**src/hw/rtl/csq_pkg.sv**
```systemverilog
`timescale 1ns / 1ps

package csq_pkg;

  // Sizing of the semaphore.
  localparam int QueueDepth   = 16;
  localparam int ThreadIdBits = 8;
  localparam int CountBits    = 16;

  // Derived widths.
  localparam int PtrBits = (QueueDepth > 1) ? $clog2(QueueDepth) : 1;
  localparam int OccBits = $clog2(QueueDepth + 1);
  localparam int CntBits = CountBits + 2;

  // Masks applied to the request fields before use.
  localparam logic [15:0] InitMask =
    (CountBits >= 16) ? 16'hFFFF : 16'((64'd1 << CountBits) - 64'd1);
  localparam logic [7:0] IdMask =
    (ThreadIdBits >= 8) ? 8'hFF : 8'((32'd1 << ThreadIdBits) - 32'd1);

  // Request type codes as they arrive on the input.
  localparam logic [1:0] ReqOpen   = 2'd0;
  localparam logic [1:0] ReqWait   = 2'd1;
  localparam logic [1:0] ReqSignal = 2'd2;
  localparam logic [1:0] ReqClose  = 2'd3;

  typedef enum logic [1:0] {
    OP_OPEN,
    OP_WAIT,
    OP_SIGNAL,
    OP_CLOSE
  } csq_op_e;

  typedef enum logic [1:0] {
    STATUS_OK     = 2'd0,
    STATUS_CLOSED = 2'd1,
    STATUS_FULL   = 2'd2
  } csq_status_e;

  typedef enum logic [1:0] {
    BK_IDLE,
    BK_POP,
    BK_DRAIN
  } csq_back_state_e;

  // One request as it arrives.
  typedef struct packed {
    logic [1:0]  req_type;
    logic [15:0] init_count;
    logic [7:0]  thread_id;
  } csq_req_t;

  // One result as it leaves.
  typedef struct packed {
    csq_status_e status;
    logic        blocked;
    logic        released_valid;
    logic [7:0]  released_thread;
    logic        last;
  } csq_res_t;

  // A classified request waiting between front and back.
  typedef struct packed {
    csq_op_e     op;
    logic [15:0] init_count;
    logic [7:0]  thread_id;
  } csq_cmd_t;

  // Handshake between the front queue and the back unit.
  typedef struct packed {
    logic     valid;
    csq_cmd_t cmd;
  } csq_cmdq_t;

endpackage

```
**src/hw/rtl/csq_ram.sv**
```systemverilog
`timescale 1ns / 1ps

module csq_ram #(
  parameter int Width = 8,
  parameter int Depth = 16
) (
  input  logic                     clk_i,
  input  logic                     we_i,
  input  logic [$clog2(Depth)-1:0] waddr_i,
  input  logic [Width-1:0]         wdata_i,
  input  logic                     re_i,
  input  logic [$clog2(Depth)-1:0] raddr_i,
  output logic [Width-1:0]         rdata_o
);

  logic [Width-1:0] mem_q [Depth];
  logic [Width-1:0] rdata_q;

  // Write port.
  always_ff @(posedge clk_i) begin
    if (we_i) begin
      mem_q[waddr_i] <= wdata_i;
    end
  end

  // Registered read port.
  always_ff @(posedge clk_i) begin
    if (re_i) begin
      rdata_q <= mem_q[raddr_i];
    end
  end

  assign rdata_o = rdata_q;

endmodule

```
**src/hw/rtl/csq_front.sv**
```systemverilog
`timescale 1ns / 1ps

module csq_front (
  input  logic              clk_i,
  input  logic              rst_ni,
  input  logic              start_i,
  input  csq_pkg::csq_req_t req_i,
  output logic              busy_o,
  output csq_pkg::csq_cmdq_t cmdq_o,
  input  logic              pop_i
);

  csq_pkg::csq_cmd_t entry_q [2];
  logic              wr_q, wr_d;
  logic              rd_q, rd_d;
  logic [1:0]        fill_q, fill_d;
  logic              push;
  logic              pop;
  csq_pkg::csq_cmd_t cmd_new;

  // Classify the incoming request type.
  always_comb begin
    cmd_new.init_count = req_i.init_count;
    cmd_new.thread_id  = req_i.thread_id;
    unique case (req_i.req_type)
      csq_pkg::ReqOpen:   cmd_new.op = csq_pkg::OP_OPEN;
      csq_pkg::ReqWait:   cmd_new.op = csq_pkg::OP_WAIT;
      csq_pkg::ReqSignal: cmd_new.op = csq_pkg::OP_SIGNAL;
      csq_pkg::ReqClose:  cmd_new.op = csq_pkg::OP_CLOSE;
    endcase
  end

  // Two-entry request queue toward the back unit.
  assign busy_o = (fill_q == 2'd2);
  assign push   = start_i && !busy_o;
  assign pop    = pop_i && (fill_q != 2'd0);

  always_comb begin
    wr_d   = push ? ~wr_q : wr_q;
    rd_d   = pop ? ~rd_q : rd_q;
    fill_d = fill_q;
    if (push && !pop) begin
      fill_d = fill_q + 2'd1;
    end else if (pop && !push) begin
      fill_d = fill_q - 2'd1;
    end
  end

  always_ff @(posedge clk_i or negedge rst_ni) begin
    if (!rst_ni) begin
      wr_q   <= 1'b0;
      rd_q   <= 1'b0;
      fill_q <= 2'd0;
    end else begin
      wr_q   <= wr_d;
      rd_q   <= rd_d;
      fill_q <= fill_d;
    end
  end

  always_ff @(posedge clk_i) begin
    if (push) begin
      entry_q[wr_q] <= cmd_new;
    end
  end

  assign cmdq_o.valid = (fill_q != 2'd0);
  assign cmdq_o.cmd   = entry_q[rd_q];

endmodule

```
**src/hw/rtl/csq_back.sv**
```systemverilog
`timescale 1ns / 1ps

module csq_back (
  input  logic               clk_i,
  input  logic               rst_ni,
  input  csq_pkg::csq_cmdq_t cmdq_i,
  output logic               pop_o,
  output logic               res_valid_o,
  output csq_pkg::csq_res_t  res_o
);

  localparam logic signed [csq_pkg::CntBits-1:0] CountMax =
    {1'b0, {(csq_pkg::CntBits-1){1'b1}}};

  csq_pkg::csq_back_state_e state_q, state_d;
  logic signed [csq_pkg::CntBits-1:0] count_q, count_d;
  logic signed [csq_pkg::CntBits-1:0] count_inc;
  logic                               open_q, open_d;
  logic [csq_pkg::PtrBits-1:0]        head_q, head_d;
  logic [csq_pkg::PtrBits-1:0]        tail_q, tail_d;
  logic [csq_pkg::OccBits-1:0]        occ_q, occ_d;
  logic                               res_valid_q, res_valid_d;
  csq_pkg::csq_res_t                  res_q, res_d;

  logic                                we;
  logic                                re;
  logic [csq_pkg::PtrBits-1:0]         raddr;
  logic [csq_pkg::ThreadIdBits-1:0]    wdata;
  logic [csq_pkg::ThreadIdBits-1:0]    rdata;
  logic [15:0]                         init_masked;
  logic [7:0]                          tid_masked;

  // Pointer step that wraps at the queue depth.
  function automatic logic [csq_pkg::PtrBits-1:0] ptr_inc(
    input logic [csq_pkg::PtrBits-1:0] ptr
  );
    if (ptr == csq_pkg::PtrBits'(csq_pkg::QueueDepth - 1)) begin
      return '0;
    end
    return ptr + 1'b1;
  endfunction

  assign init_masked = cmdq_i.cmd.init_count & csq_pkg::InitMask;
  assign tid_masked  = cmdq_i.cmd.thread_id & csq_pkg::IdMask;
  assign wdata       = csq_pkg::ThreadIdBits'(tid_masked);
  assign count_inc   = (count_q != CountMax) ? count_q + 1'b1 : count_q;

  // Wait queue storage.
  csq_ram #(
    .Width (csq_pkg::ThreadIdBits),
    .Depth (csq_pkg::QueueDepth)
  ) u_fifo (
    .clk_i   (clk_i),
    .we_i    (we),
    .waddr_i (tail_q),
    .wdata_i (wdata),
    .re_i    (re),
    .raddr_i (raddr),
    .rdata_o (rdata)
  );

  // Execute one request, or release one queued thread per cycle.
  always_comb begin
    state_d     = state_q;
    count_d     = count_q;
    open_d      = open_q;
    head_d      = head_q;
    tail_d      = tail_q;
    occ_d       = occ_q;
    res_valid_d = 1'b0;
    res_d       = '0;
    pop_o       = 1'b0;
    we          = 1'b0;
    re          = 1'b0;
    raddr       = head_q;

    unique case (state_q)
      csq_pkg::BK_IDLE: begin
        if (cmdq_i.valid) begin
          pop_o      = 1'b1;
          res_d.last = 1'b1;
          if (cmdq_i.cmd.op == csq_pkg::OP_OPEN) begin
            count_d     = csq_pkg::CntBits'(init_masked);
            open_d      = 1'b1;
            head_d      = '0;
            tail_d      = '0;
            occ_d       = '0;
            res_valid_d = 1'b1;
          end else if (!open_q) begin
            res_d.status = csq_pkg::STATUS_CLOSED;
            res_valid_d  = 1'b1;
          end else begin
            unique case (cmdq_i.cmd.op)
              csq_pkg::OP_WAIT: begin
                res_valid_d = 1'b1;
                if (count_q <= 0) begin
                  if (occ_q == csq_pkg::OccBits'(csq_pkg::QueueDepth)) begin
                    res_d.status = csq_pkg::STATUS_FULL;
                  end else begin
                    count_d       = count_q - 1'b1;
                    we            = 1'b1;
                    tail_d        = ptr_inc(tail_q);
                    occ_d         = occ_q + 1'b1;
                    res_d.blocked = 1'b1;
                  end
                end else begin
                  count_d = count_q - 1'b1;
                end
              end
              csq_pkg::OP_SIGNAL: begin
                count_d = count_inc;
                if (count_inc <= 0 && occ_q != '0) begin
                  re      = 1'b1;
                  state_d = csq_pkg::BK_POP;
                end else begin
                  res_valid_d = 1'b1;
                end
              end
              csq_pkg::OP_CLOSE: begin
                if (occ_q == '0) begin
                  count_d     = '0;
                  open_d      = 1'b0;
                  head_d      = '0;
                  tail_d      = '0;
                  res_valid_d = 1'b1;
                end else begin
                  re      = 1'b1;
                  state_d = csq_pkg::BK_DRAIN;
                end
              end
              default: begin
                res_valid_d = 1'b1;
              end
            endcase
          end
        end
      end

      // A signal releases the oldest waiter once its id is read.
      csq_pkg::BK_POP: begin
        res_valid_d           = 1'b1;
        res_d.released_valid  = 1'b1;
        res_d.released_thread = 8'(rdata);
        res_d.last            = 1'b1;
        head_d                = ptr_inc(head_q);
        occ_d                 = occ_q - 1'b1;
        state_d               = csq_pkg::BK_IDLE;
      end

      // A close releases every waiter, reading the next one ahead.
      csq_pkg::BK_DRAIN: begin
        res_valid_d           = 1'b1;
        res_d.released_valid  = 1'b1;
        res_d.released_thread = 8'(rdata);
        res_d.last            = (occ_q == csq_pkg::OccBits'(1));
        if (occ_q == csq_pkg::OccBits'(1)) begin
          count_d = '0;
          open_d  = 1'b0;
          head_d  = '0;
          tail_d  = '0;
          occ_d   = '0;
          state_d = csq_pkg::BK_IDLE;
        end else begin
          re     = 1'b1;
          raddr  = ptr_inc(head_q);
          head_d = ptr_inc(head_q);
          occ_d  = occ_q - 1'b1;
        end
      end

      default: begin
        state_d = csq_pkg::BK_IDLE;
      end
    endcase
  end

  // Control and semaphore state.
  always_ff @(posedge clk_i or negedge rst_ni) begin
    if (!rst_ni) begin
      state_q     <= csq_pkg::BK_IDLE;
      count_q     <= '0;
      open_q      <= 1'b0;
      head_q      <= '0;
      tail_q      <= '0;
      occ_q       <= '0;
      res_valid_q <= 1'b0;
    end else begin
      state_q     <= state_d;
      count_q     <= count_d;
      open_q      <= open_d;
      head_q      <= head_d;
      tail_q      <= tail_d;
      occ_q       <= occ_d;
      res_valid_q <= res_valid_d;
    end
  end

  // Result register.
  always_ff @(posedge clk_i) begin
    res_q <= res_d;
  end

  assign res_valid_o = res_valid_q;
  assign res_o       = res_q;

endmodule

```
**src/hw/rtl/counting_semaphore_wait_queue.sv**
```systemverilog
`timescale 1ns / 1ps

// Counting semaphore with a FIFO of blocked thread ids.
// A request (open, wait, signal or close) is taken at a rising edge where
// start_i is high and busy_o is low. The front part queues up to two
// classified requests; busy_o is high while that queue is full.
// Each result appears on res_o for exactly one cycle with res_valid_o high.
// Every request gives at least one result, and its final one has last set.
// When the back unit is free, a taken request goes from the front queue to
// the back unit, whose result register drives res_o. Open, wait and a
// signal that releases nothing finish in the idle state; a signal that
// releases a waiter also passes the pop state, since the id comes from the
// wait queue RAM with a registered read. A close with N queued waiters gives
// N results back to back (one when the queue is empty).
// Reset clears the count, the queue pointers and the request queue, and
// leaves the semaphore closed; the wait queue contents are not cleared.
// The receiver cannot hold results off, so the block never waits on it.
module counting_semaphore_wait_queue (
  input  logic              clk_i,
  input  logic              rst_ni,
  input  logic              start_i,
  input  csq_pkg::csq_req_t req_i,
  output logic              busy_o,
  output logic              res_valid_o,
  output csq_pkg::csq_res_t res_o
);

  csq_pkg::csq_cmdq_t cmdq;
  logic               pop;

  // Accept and classify requests.
  csq_front u_front (
    .clk_i   (clk_i),
    .rst_ni  (rst_ni),
    .start_i (start_i),
    .req_i   (req_i),
    .busy_o  (busy_o),
    .cmdq_o  (cmdq),
    .pop_i   (pop)
  );

  // Carry out requests against the semaphore state.
  csq_back u_back (
    .clk_i       (clk_i),
    .rst_ni      (rst_ni),
    .cmdq_i      (cmdq),
    .pop_o       (pop),
    .res_valid_o (res_valid_o),
    .res_o       (res_o)
  );

endmodule
```
**config.mk**
```make
export PLATFORM = sky130hd
export DESIGN_NAME = counting_semaphore_wait_queue
export DESIGN_NICKNAME = d
export VERILOG_FILES = /design/src/hw/rtl/csq_pkg.sv /design/src/hw/rtl/csq_ram.sv /design/src/hw/rtl/csq_front.sv /design/src/hw/rtl/csq_back.sv /design/src/hw/rtl/counting_semaphore_wait_queue.sv
export SDC_FILE = /design/constraint.sdc
export NUM_CORES = 1
export LEC_CHECK = 0
export BUFFER_PORTS_ARGS = -buffer_cell sky130_fd_sc_hd__buf_2
export CAP_MARGIN = 0
export CORE_MARGIN = 2
export CORE_UTILIZATION = 33
export DETAILED_ROUTE_END_ITERATION = 8
export GPL_ROUTABILITY_DRIVEN = 0
export PLACE_DENSITY_LB_ADDON = 0.15
export SLEW_MARGIN = 20
export SYNTH_ARGS = -nofsm -noshare
export SYNTH_HDL_FRONTEND = slang
export SYNTH_SLANG_ARGS = --single-unit
```
**constraint.sdc**
```tcl
create_clock -name clk_i -period 9.75 [get_ports clk_i]
set_clock_uncertainty 0.15 [all_clocks]
set_input_delay 0 -clock clk_i [delete_from_list [all_inputs] [get_ports clk_i]]
set_output_delay 0 -clock clk_i [all_outputs]
set_load 0.02 [all_outputs]
```
== After elaboration in Yosys (flattened, before gate mapping) ==
Memories as Yosys holds them, arrays and structs flattened. A register that Yosys moved wholly into a read port is not among the register bits.
Index checks and enable logic that the tools add are counted.
Word-level totals
  word-level logic and storage cells: 197
  memories: 2
  output and inout port bits: 15
  register bits after elaboration: 52
  input bits: 29
  RAM bits: 180
Memories
  u_back.u_fifo.mem_q: words 16, bits a word 8, rd ports 1, clocked after memory_dff 1, write ports 1, line csq_ram.sv:16  | logic [Width-1:0] mem_q [Depth];
  u_front.entry_q: words 2, bits a word 26, rd ports 1, clocked after memory_dff 0, write ports 1, line csq_front.sv:13  | csq_pkg::csq_cmd_t entry_q [2];
Operators by class
  eq/ne operators: 33
  add/subtract/negate cells: 8
  order comparisons: 2
  bitwise operators: 7
  muxes and demuxes: 103
  reductions and logical operators: 26
Operators by type and width (count)
  two-way mux 18 bit: 8
  two-way mux 4 bit: 19
  one-hot mux 18 bit (3 select lines): 1
  two-way mux 1 bit: 42
  less-or-equal comparator 18 x 1 -> 1 bit (second input constant): 2
  one-hot mux 18 bit (2 select lines): 1
  two-way mux 5 bit: 7
  two-way mux 2 bit: 11
  adder 18 x 1 -> 18 bit (second input constant): 1
  inequality test 18 bit (second input constant): 1
  subtractor 18 x 1 -> 18 bit (second input constant): 1
  one-hot mux 4 bit (2 select lines): 2
  one-hot mux 5 bit (3 select lines): 1
  AND reduction 7 bit: 2
  equality test 2 bit (second input constant): 6
  inequality test 3 x 2 -> 1 bit (second input constant): 4
  one-hot mux 4 bit (3 select lines): 1
  inequality test 5 x 4 -> 1 bit (second input constant): 2
  one-hot mux 1 bit (2 select lines): 5
  two-way mux 9 bit: 1
  inequality test 3 x 1 -> 1 bit (second input constant): 3
  adder 4 x 1 -> 4 bit (second input constant): 2
  equality test 4 bit (second input constant): 2
  inequality test 4 x 2 -> 1 bit (second input constant): 2
  other kinds (29): 52

== Longest topological paths before layout ==
Gate-level depths: netlist of run 1.
  depth in word-level cells: 17
  gate-level depth with buffers: 16
  depth with buffers taken out: 11

== By module ==
From an unflattened synthesis of run 1, not the netlist that was laid out.
Second synthesis, totals
  cell total of the unflattened synthesis: 825
  area total of the unflattened synthesis: 11314.6 um^2
Modules (own cells, without submodules)
  csq_ram: times used 1, cells an instance 229, seq. area each 4083.9 um^2, area each 5227.5 um^2
  csq_back: times used 1, cells an instance 494, seq. area each 1136.1 um^2, area each 3902.5 um^2
  csq_front: times used 1, cells an instance 102, seq. area each 1661.6 um^2, area each 2184.6 um^2

== Worst setup path before layout of run 1 ==
OpenSTA, ideal clock, no wires.
  path type: reg-to-reg
  start: register u_front.rd_q
  end: register u_back.u_fifo.rdata_q[0], in the netlist u_back.u_fifo.rdata_o[0] (read register of u_back.u_fifo.mem_q), enable pin
  required time: 9.219 ns
  stages on the path, launching flop included: 12
  slack: 5.762 ns
  buffers on the path: 5
  library setup time: 0.381 ns
  arrival time: 3.457 ns
  clock period less this slack: 3.988 ns
  cell sequence: dfrtp_1 > clkbuf_1 > buf_1 > buf_1 > mux2i_1 > inv_1 > ha_1 > clkbuf_1 > clkbuf_1 > o21a_1 > nor2_1 > o41ai_2
Between the ends
  cells in the longest elaborated chain, start to end: 7
  elaborated cells between the ends (all ways): 9
  those cells by class: 2 x eq/ne; 5 x mux; 1 x reduce/logical; 1 x memory
RTL lines
  start, declared: line csq_front.sv:15  | logic rd_q, rd_d;
  start signal, assigned: line csq_front.sv:56  | rd_q <= rd_d;
  memory read (2 x 26 bit) *
  equality test 2 bit: line csq_back.sv:93  | unique case (cmdq_i.cmd.op)
  one-hot mux 1 bit (2 select lines): line csq_back.sv:93
  two-way mux 1 bit: line csq_back.sv:89  | end else if (!open_q) begin
  two-way mux 1 bit *: line csq_back.sv:82  | if (cmdq_i.cmd.op == csq_pkg::OP_OPEN) begin
  two-way mux 1 bit *: line csq_back.sv:79  | if (cmdq_i.valid) begin
  one-hot mux 1 bit (2 select lines) *: line csq_back.sv:77  | unique case (state_q)
  net u_back.re: line csq_back.sv:26  | logic re;
  end, declared: line csq_ram.sv:17  | logic [Width-1:0] rdata_q;
The timed path passes the listed nets; every way through them passes the cells marked *.
A chain may end at the register's enable or synchronous reset.

== Final worst setup path of run 1 ==
  start: register u_back.state_q[0]
  end: register u_back.u_fifo.rdata_q[5], in the netlist u_back.u_fifo.rdata_o[5] (read register of u_back.u_fifo.mem_q) (data pin)
Between the ends
  cells in the longest elaborated chain, start to end: 2
  elaborated cells between the ends (all ways): 4
  those cells by class: 1 x eq/ne; 2 x mux; 1 x reduce/logical
RTL lines
  start, declared: line csq_back.sv:15  | csq_pkg::csq_back_state_e state_q, state_d;
  start signal, assigned: line csq_back.sv:180  | state_q <= csq_pkg::BK_IDLE;
  start signal, assigned: line csq_back.sv:188  | state_q <= state_d;
  equality test 2 bit / zero test 2 bit (equally long branches): line csq_back.sv:77
  one-hot mux 1 bit (2 select lines) / two-way mux 4 bit (equally long branches): line csq_back.sv:77
Parallel ways exist; a longest one is shown, timed or not.

==> metrics, run 1 <==
status=finished, final reports clean; Total GRT Usage=between 10% and 20%; clock transition at the registers of the reported paths=roughly 0.070 ns; Ports=44; Synth top area share=between 50% and 60%; IO Port Bufs=43; Sw Pwr=~1300 uW; sequential power share=about 40%; Vias=approximately 7k; slowest CP cell=ha_1; layout cells sized above 1=approximately 17%; top cells by count, synth=edfxtp_1 (188), nand2_1 (54), nor2_1 (53); Yosys cell types=76; Data arrival, critical path=between 4 and 5 ns; Rel. slew slack=between 20% and 30%; Startpoint Class=flip-flop; critical path class=reg -> reg; Tcrit/Tclk final=between 40% and 50%; RSZ-0062 raised after global routing=no; final setup fails=0; CP top delay family=multiplexers; Buf/Inv on CP=2; Avg Cell Area, Syn=between 10 and 15 sq um; Overflow after GRT=0; CP Capture Type=flip-flop; Vias/cell=~5.1; antenna fix cells=0; largest net degree at the start of global routing=40; cell area after synthesis=approximately 11000 sq um; EDFF count, synth=188; first-pass GRT wire length=approximately 41000 um; largest family of logic cells by synthesized area=simple AND/OR/NAND/NOR gates; FF+latch count, synth=240; 1st-iter DRT viols=between 300 and 400; drt wl/cell=between 15 and 20 um; switching share of power=around 36%; Slew Limit Fails=0; antenna violations before repair=0; H-tree levels=1; maximum clock path buffer count=3; power share of the combinational group=between 30% and 40%; worst path cell trace=inv_1 > ha_1 > and2_1 > mux2i_4 > buf_4 > mux4_2 > nor2b_1 > a211oi_1 > a21oi_1; post-synthesis adder-cell area fraction=about 2.5%; die extent in x=around 190 um; Post-Route WL=between 20000 and 30000 um; fmax=approximately 0.24 GHz; CTS sink count=240; Final ANT Viol Nets=0; post-cts sizing count=0; Total Neg Setup Slack=0 ns; minimum clock period after layout=around 4.2 ns; worst hold path class=in -> async; Pint=between 2000 and 2500 uW; Residual DRC=0; Post-Syn Nets=between 800 and 900; DPL Wire Length=16900 um; Clk Latency, worst-skew pair=roughly 0.55 ns; simple-gate share of the synthesized area=between 10% and 20%; complex-gate fraction of the synthesized area=between 10% and 20%; Area Overhead vs Synth=16.2%; synth top area cells=edfxtp_1 (51%), dfrtp_1 (8.8%), mux4_2 (6.5%); root buf cell=clkbuf_16; Worst Tran Pin Value=between 1 and 1.5 ns; Fin. Hold Viols=0; drt pass-1 iters=5; Synth area leader=edfxtp_1; vias in the first global route=approximately 6.9k; mux share of post-synthesis cell area=between 10% and 20%; PwrDens=289 nW/um^2; Post-layout nets=slightly above 900; Die Area=between 30000 and 40000 sq um; Most used DFF post-synth=edfxtp_1; Starting Density=33.3%; worst vdd ir=~0.15 mV; critical path peak fanout=32; Num CTS Buffers=27; most frequent cell after synthesis=edfxtp_1; Max-Cap Viols=0; Ys Warns=0; number of cell rows=67; CTS tree=done; Setup Fix Bufs, Post-CTS=0; Final Util=38.7%; critical path data required time=~9.9 ns; P_leak=0.00465 uW; Async S/R FF share, synth=~16%; largest stage delay on the critical path=about 0.70 ns; post-synthesis sequential area ratio=~62%; synthesized instance count=slightly above 800; Die Y-Extent=187 um; XOR/XNOR Fraction of Synth Area=around 1.3%; clock share of power=between 20% and 30%; total core area=33300 sq um
-- power groups by stage --
stage | sequential (uW) | clock, uW | combinational [uW]
2_1_floorplan | 1430 | 0 | 1010
3_3_place_gp | 1510 | 0 | 1280
4_1_cts | 1490 | 998 | 1280
3_5_place_dp | 1510 | 0 | 1270
5_1_grt | 1510 | 1040 | 1410
6_report | 1490 | 963 | 1260
-- logic make-up after synthesis --
group / Yosys count
mux: 70
buf+inv: 75
compound gates: 169
fa+ha+maj: 22
simple gates: 223
flops: 240
xor+xnor: 17
-- through the flow --
stage	setup slack, ns	hold WS [ns]	total power, uW	cells	instance area, sq um
5_1_grt	5.29	0.0317	3960	1345	12900
2_1_floorplan	5.76	-0.446	2440	816	11100
6_report	5.60	0.0250	3720	1345	12900
3_3_place_gp	5.51	0.0390	2790	1267	11700
3_5_place_dp	5.52	0.0411	2780	1267	11700
4_1_cts	5.50	0.00575	3770	1345	12900
-- final timing paths --
path	cells past startpoint	from	endpoint	slack (ns)
setup / recovery	9	u_back.state_q[0]	u_back.u_fifo.rdata_o[5]	5.60
hold reg to reg	1	u_back.u_fifo.rdata_o[1]	u_back.res_o[2]	0.30
setup reg to reg	9	u_back.state_q[0]	u_back.u_fifo.rdata_o[5]	5.60
min in group clk_i	2	req_i[9]	u_front.entry_q[1][9]	0.04
hold / removal	2	rst_ni	u_back.count_q[1]	0.03
max in group asynchronous	2	rst_ni	u_back.tail_q[3]	8.81
-- area by class of cell --
class	instances	area, sq um
inverters	21	78.8
multi-input cells	501	3910
repair buffers	86	611
well taps	448	561
flip-flops and latches	240	6880
clock buffers	34	702
fillers	3195	20400
clock inverters	15	128
-- worst register-to-register path, cell delays in order (launching register included) --
cell	delay (ns)
dfrtp_1	0.42
inv_1	0.13
ha_1	0.70
and2_1	0.48
mux2i_4	0.29
buf_4	0.57
mux4_2	0.58
nor2b_1	0.14
a211oi_1	0.34
a21oi_1	0.09
-- placed cells by master, fill, tap and decap left out, types with 6 or more instances in the layout --
| cell type | instances |
|---|---|
| mux2_2 | 10 |
| nor4_1 | 13 |
| dlygate4sd3_1 | 29 |
| nor3_1 | 12 |
| o21ai_0 | 41 |
| clkbuf_16 | 27 |
| edfxtp_1 | 188 |
| mux4_2 | 32 |
| nor2_1 | 51 |
| clkbuf_1 | 7 |
| inv_1 | 21 |
| mux2i_1 | 26 |
| and2_1 | 11 |
| a21o_1 | 10 |
| xor2_1 | 7 |
| dfxtp_1 | 13 |
| and3_1 | 11 |
| ha_1 | 22 |
| nand2_1 | 54 |
| buf_4 | 14 |
| nand4_1 | 6 |
| xnor2_1 | 9 |
| a31oi_1 | 6 |
| buf_2 | 43 |
| dfrtp_1 | 39 |
| a21oi_1 | 35 |
| clkinv_1 | 7 |
| o31ai_1 | 6 |
| nand3_1 | 21 |
| nor2b_1 | 11 |
| a211oi_1 | 10 |
-- metal layers --
layer	wire length (um)	part of all wire (%)	global-route usage, %	vias up
li1	-	-	-	3282
met1	12300	47	21.3	3427
met2	12500	48	24.8	131
met3	940	3.6	2.05	34
met4	467	1.8	4.09	0
met5	0	0	0	-
-- repair_timing --
| action | in CTS | in global routing |
|---|---|---|
| hold endpoints to repair | 94 | 0 |
| endpoints found under the setup margin | 0 | 0 |
| hold buffers | 29 | 0 |
-- state kept, by name (all words and copies together) (netlist names) --
register               cells
u_back.open_q              1
u_back.count_q            18
u_back.res_o              13
u_back.u_fifo.rdata_o      8
u_front.wr_q               1
u_front.fill_q             2
u_back.head_q              4
u_front.rd_q               1
u_back.state_q             2
u_back.tail_q              4
u_back.u_fifo.mem_q      128
u_back.res_valid_o         1
u_back.occ_q               5
u_front.entry_q           52
(Power assumes the default switching activity.)
==> run 2: changes to the inputs <==
==> constraint.sdc (replaced) <==
create_clock -name clk_i -period 4.2 [get_ports clk_i]
set_clock_uncertainty 0.15 [all_clocks]
set_input_delay 0 -clock clk_i [delete_from_list [all_inputs] [get_ports clk_i]]
set_output_delay 0 -clock clk_i [all_outputs]
set_load 0.02 [all_outputs]
==> run 2 against run 1 <==
Combinational power is 140% higher. Via count is 3.1% higher. Maximum frequency grew 18%. Clock-buffer cell count up 3. Non-clock buffer count is 41 higher. Total power increased by 140%. Critical path type unchanged. Critical endpoint is now u_back.u_fifo.mem_q[1][6]. Largest power group unchanged. Highest routed layer unchanged.
==> metrics, run 2 (synthesized netlist as in run 1, its figures left out) <==
status=finished, final reports clean; first-pass GRT wire length=42800 um (+3.6%); 1st-iter DRT viols=516 (+31%); Top reg by flops=u_back.u_fifo.mem_q; Starting Density=33.3% (unchanged); Post-Route WL=27000 um (+2.9%); final cell count without fillers=1384 (+2.9%); Vias=7084 (+3.1%); Vias/cell=5.12 (+0.15%); Setup Fix Bufs, Post-CTS=0 (unchanged); max reg flops=128 (unchanged); Overflow after GRT=0 (unchanged); commonest non-fill, non-tap cell in the layout=edfxtp_1; Die Y-Extent=187 um (unchanged); Worst Reg-to-Reg Cells=9 (unchanged); worst vdd ir=0.327 mV (+120%); slowest CP cell=nor4_1; worst path cell trace=inv_1 > ha_1 > inv_1 > nor2_1 > nand2_1 > nor4_1 > nand2_1 > nor3_1 > buf_4; vias in the first global route=7231 (+4.1%); r2r startpoint=u_back.state_q[0]; min-delay src=req_i[1]; maximum clock path buffer count=3 (unchanged); most frequent cells in the layout=edfxtp_1 (188), nand2_1 (54), nor2_1 (52), dlygate4sd3_1 (47), buf_2 (43); largest stage delay on the critical path=0.74 ns (+0.04 ns); Total Neg Setup Slack=0 ns (unchanged); fmax=0.284 GHz (+18%); drt wl/cell=19.5 um (about the same); layout cells sized above 1=19.0% (+1.7 points); Max-Cap Viols=0 (unchanged); H-tree levels=1 (unchanged); final hold slack=0.0254 ns (+0.000385 ns); CTS tree=done; Num CTS Buffers=29 (+7.4%); Buf/Inv on CP=3 (+1); Residual DRC=0 (unchanged); CP Capture Type=flip-flop; Largest regs=u_back.u_fifo.mem_q (128), u_front.entry_q (52), u_back.count_q (18); Final ANT Viol Nets=0 (unchanged); Ports=44 (unchanged); largest net degree at the start of global routing=40 (unchanged); DPL Wire Length=17500 um (+4.0%); Tcrit/Tclk final=83.7% (+41 points); antenna violations before repair=0 (unchanged); Die Area=35000 sq um (unchanged); final setup fails=0 (unchanged); Fin. Hold Viols=0 (unchanged); antenna fix cells=0 (unchanged); hold path cells=2; critical path peak fanout=9 (-72%); Worst Tran Pin Value=0.991 ns (-0.0616 ns); PwrDens=667 nW/um^2 (+130%); CP top delay family=simple AND/OR/NAND/NOR gates; Startpoint Class=flip-flop; Hold Path End=u_front.entry_q[1][1]; die extent in x=187 um (unchanged); critical path data required time=4.33 ns (-5.55 ns); Area Overhead vs Synth=19.9%; critical path class=reg -> reg; # placed instances=1290 (+1.8%); minimum clock period after layout=3.52 ns (-0.638 ns); IO Port Bufs=43 (unchanged); Clk Latency, worst-skew pair=0.57 ns (+0.02 ns); worst hold path class=in -> reg; drt pass-1 iters=5 (unchanged); root buf cell=clkbuf_16; Slew Limit Fails=0 (unchanged); Post-layout nets=971 (+4.6%); total core area=33300 sq um (unchanged); Final Util=39.9% (+1.3 points); Data arrival, critical path=3.64 ns (-0.64 ns); RSZ-0062 raised after global routing=no; number of cell rows=67 (unchanged); clock transition at the registers of the reported paths=0.06 ns (about the same); R2R Path End=u_back.u_fifo.mem_q[1][6]; P_leak=0.00490 uW (+5.3%); Total GRT Usage=15.8% (+0.55 points); r2r setup slk=0.68 ns (-4.91 ns); CTS sink count=240 (unchanged); Rel. slew slack=33.9% (+4.4 points)
## run 2: cell types whose count changed in the layout (fill, tap and decap cells not counted), sizes merged
cell         delta
buf            +23
dlygate4sd3    +18
clkinv          -5
clkbuf          +3
inv             +2
bufinv          -1
clkinvlp        -1
## run 2: worst max-delay path by stage
stage / from / to / slack [ns] / cells after the start
floorplan: u_front.rd_q / u_back.u_fifo.rdata_o[0] / 0.21 / 11
global placement: u_back.count_q[7] / u_back.u_fifo.mem_q[1][6] / 0.66 / 7
detailed placement: u_back.count_q[0] / u_back.u_fifo.rdata_o[0] / 0.70 / 10
CTS: u_back.count_q[0] / u_back.u_fifo.rdata_o[2] / 0.66 / 10
global route: u_back.state_q[0] / u_back.u_fifo.mem_q[1][4] / 0.39 / 9
finish: u_back.state_q[0] / u_back.u_fifo.mem_q[1][6] / 0.68 / 9
## run 2: metal layers
layer  global-route usage [%]  up-vias  part of all wire (%)
met4                     5.56        0                   3.2
met1                     21.6     3551                    46
met2                     25.7      135                    47
li1                         -     3355                     -
met3                     2.18       43                   3.5
met5                        0        -                     0
## run 2: power by group
group / switching, uW / internal [uW] / leakage (uW) / total [uW]
combinational: 1840 / 1210 / 0.00216 / 3050
sequential: 381 / 3090 / 0.00231 / 3470
clock: 957 / 1390 / 0.000434 / 2350
## run 2: what timing repair did
action	CTS	global route
hold buffers	47	0
resized for setup	0	0
hold endpoints to repair	120	0
## run 2: through the flow
step	power, uW	setup slack, ns	instance area [sq um]
finish	8860	0.685	13300
global route	9450	0.392	13300
floorplan	5660	0.212	11100
detailed placement	6550	0.696	11900
CTS	8970	0.656	13300
global placement	6560	0.661	11900
## run 2: cell type report
class,instances,area [sq um]
fill,3195,20000
sequential,240,6880
multi-input combinational,501,3880
timing repair buffer,127,988
clock buffer,37,797
tap,448,561
clock inverter,10,95.1
inverter,21,78.8
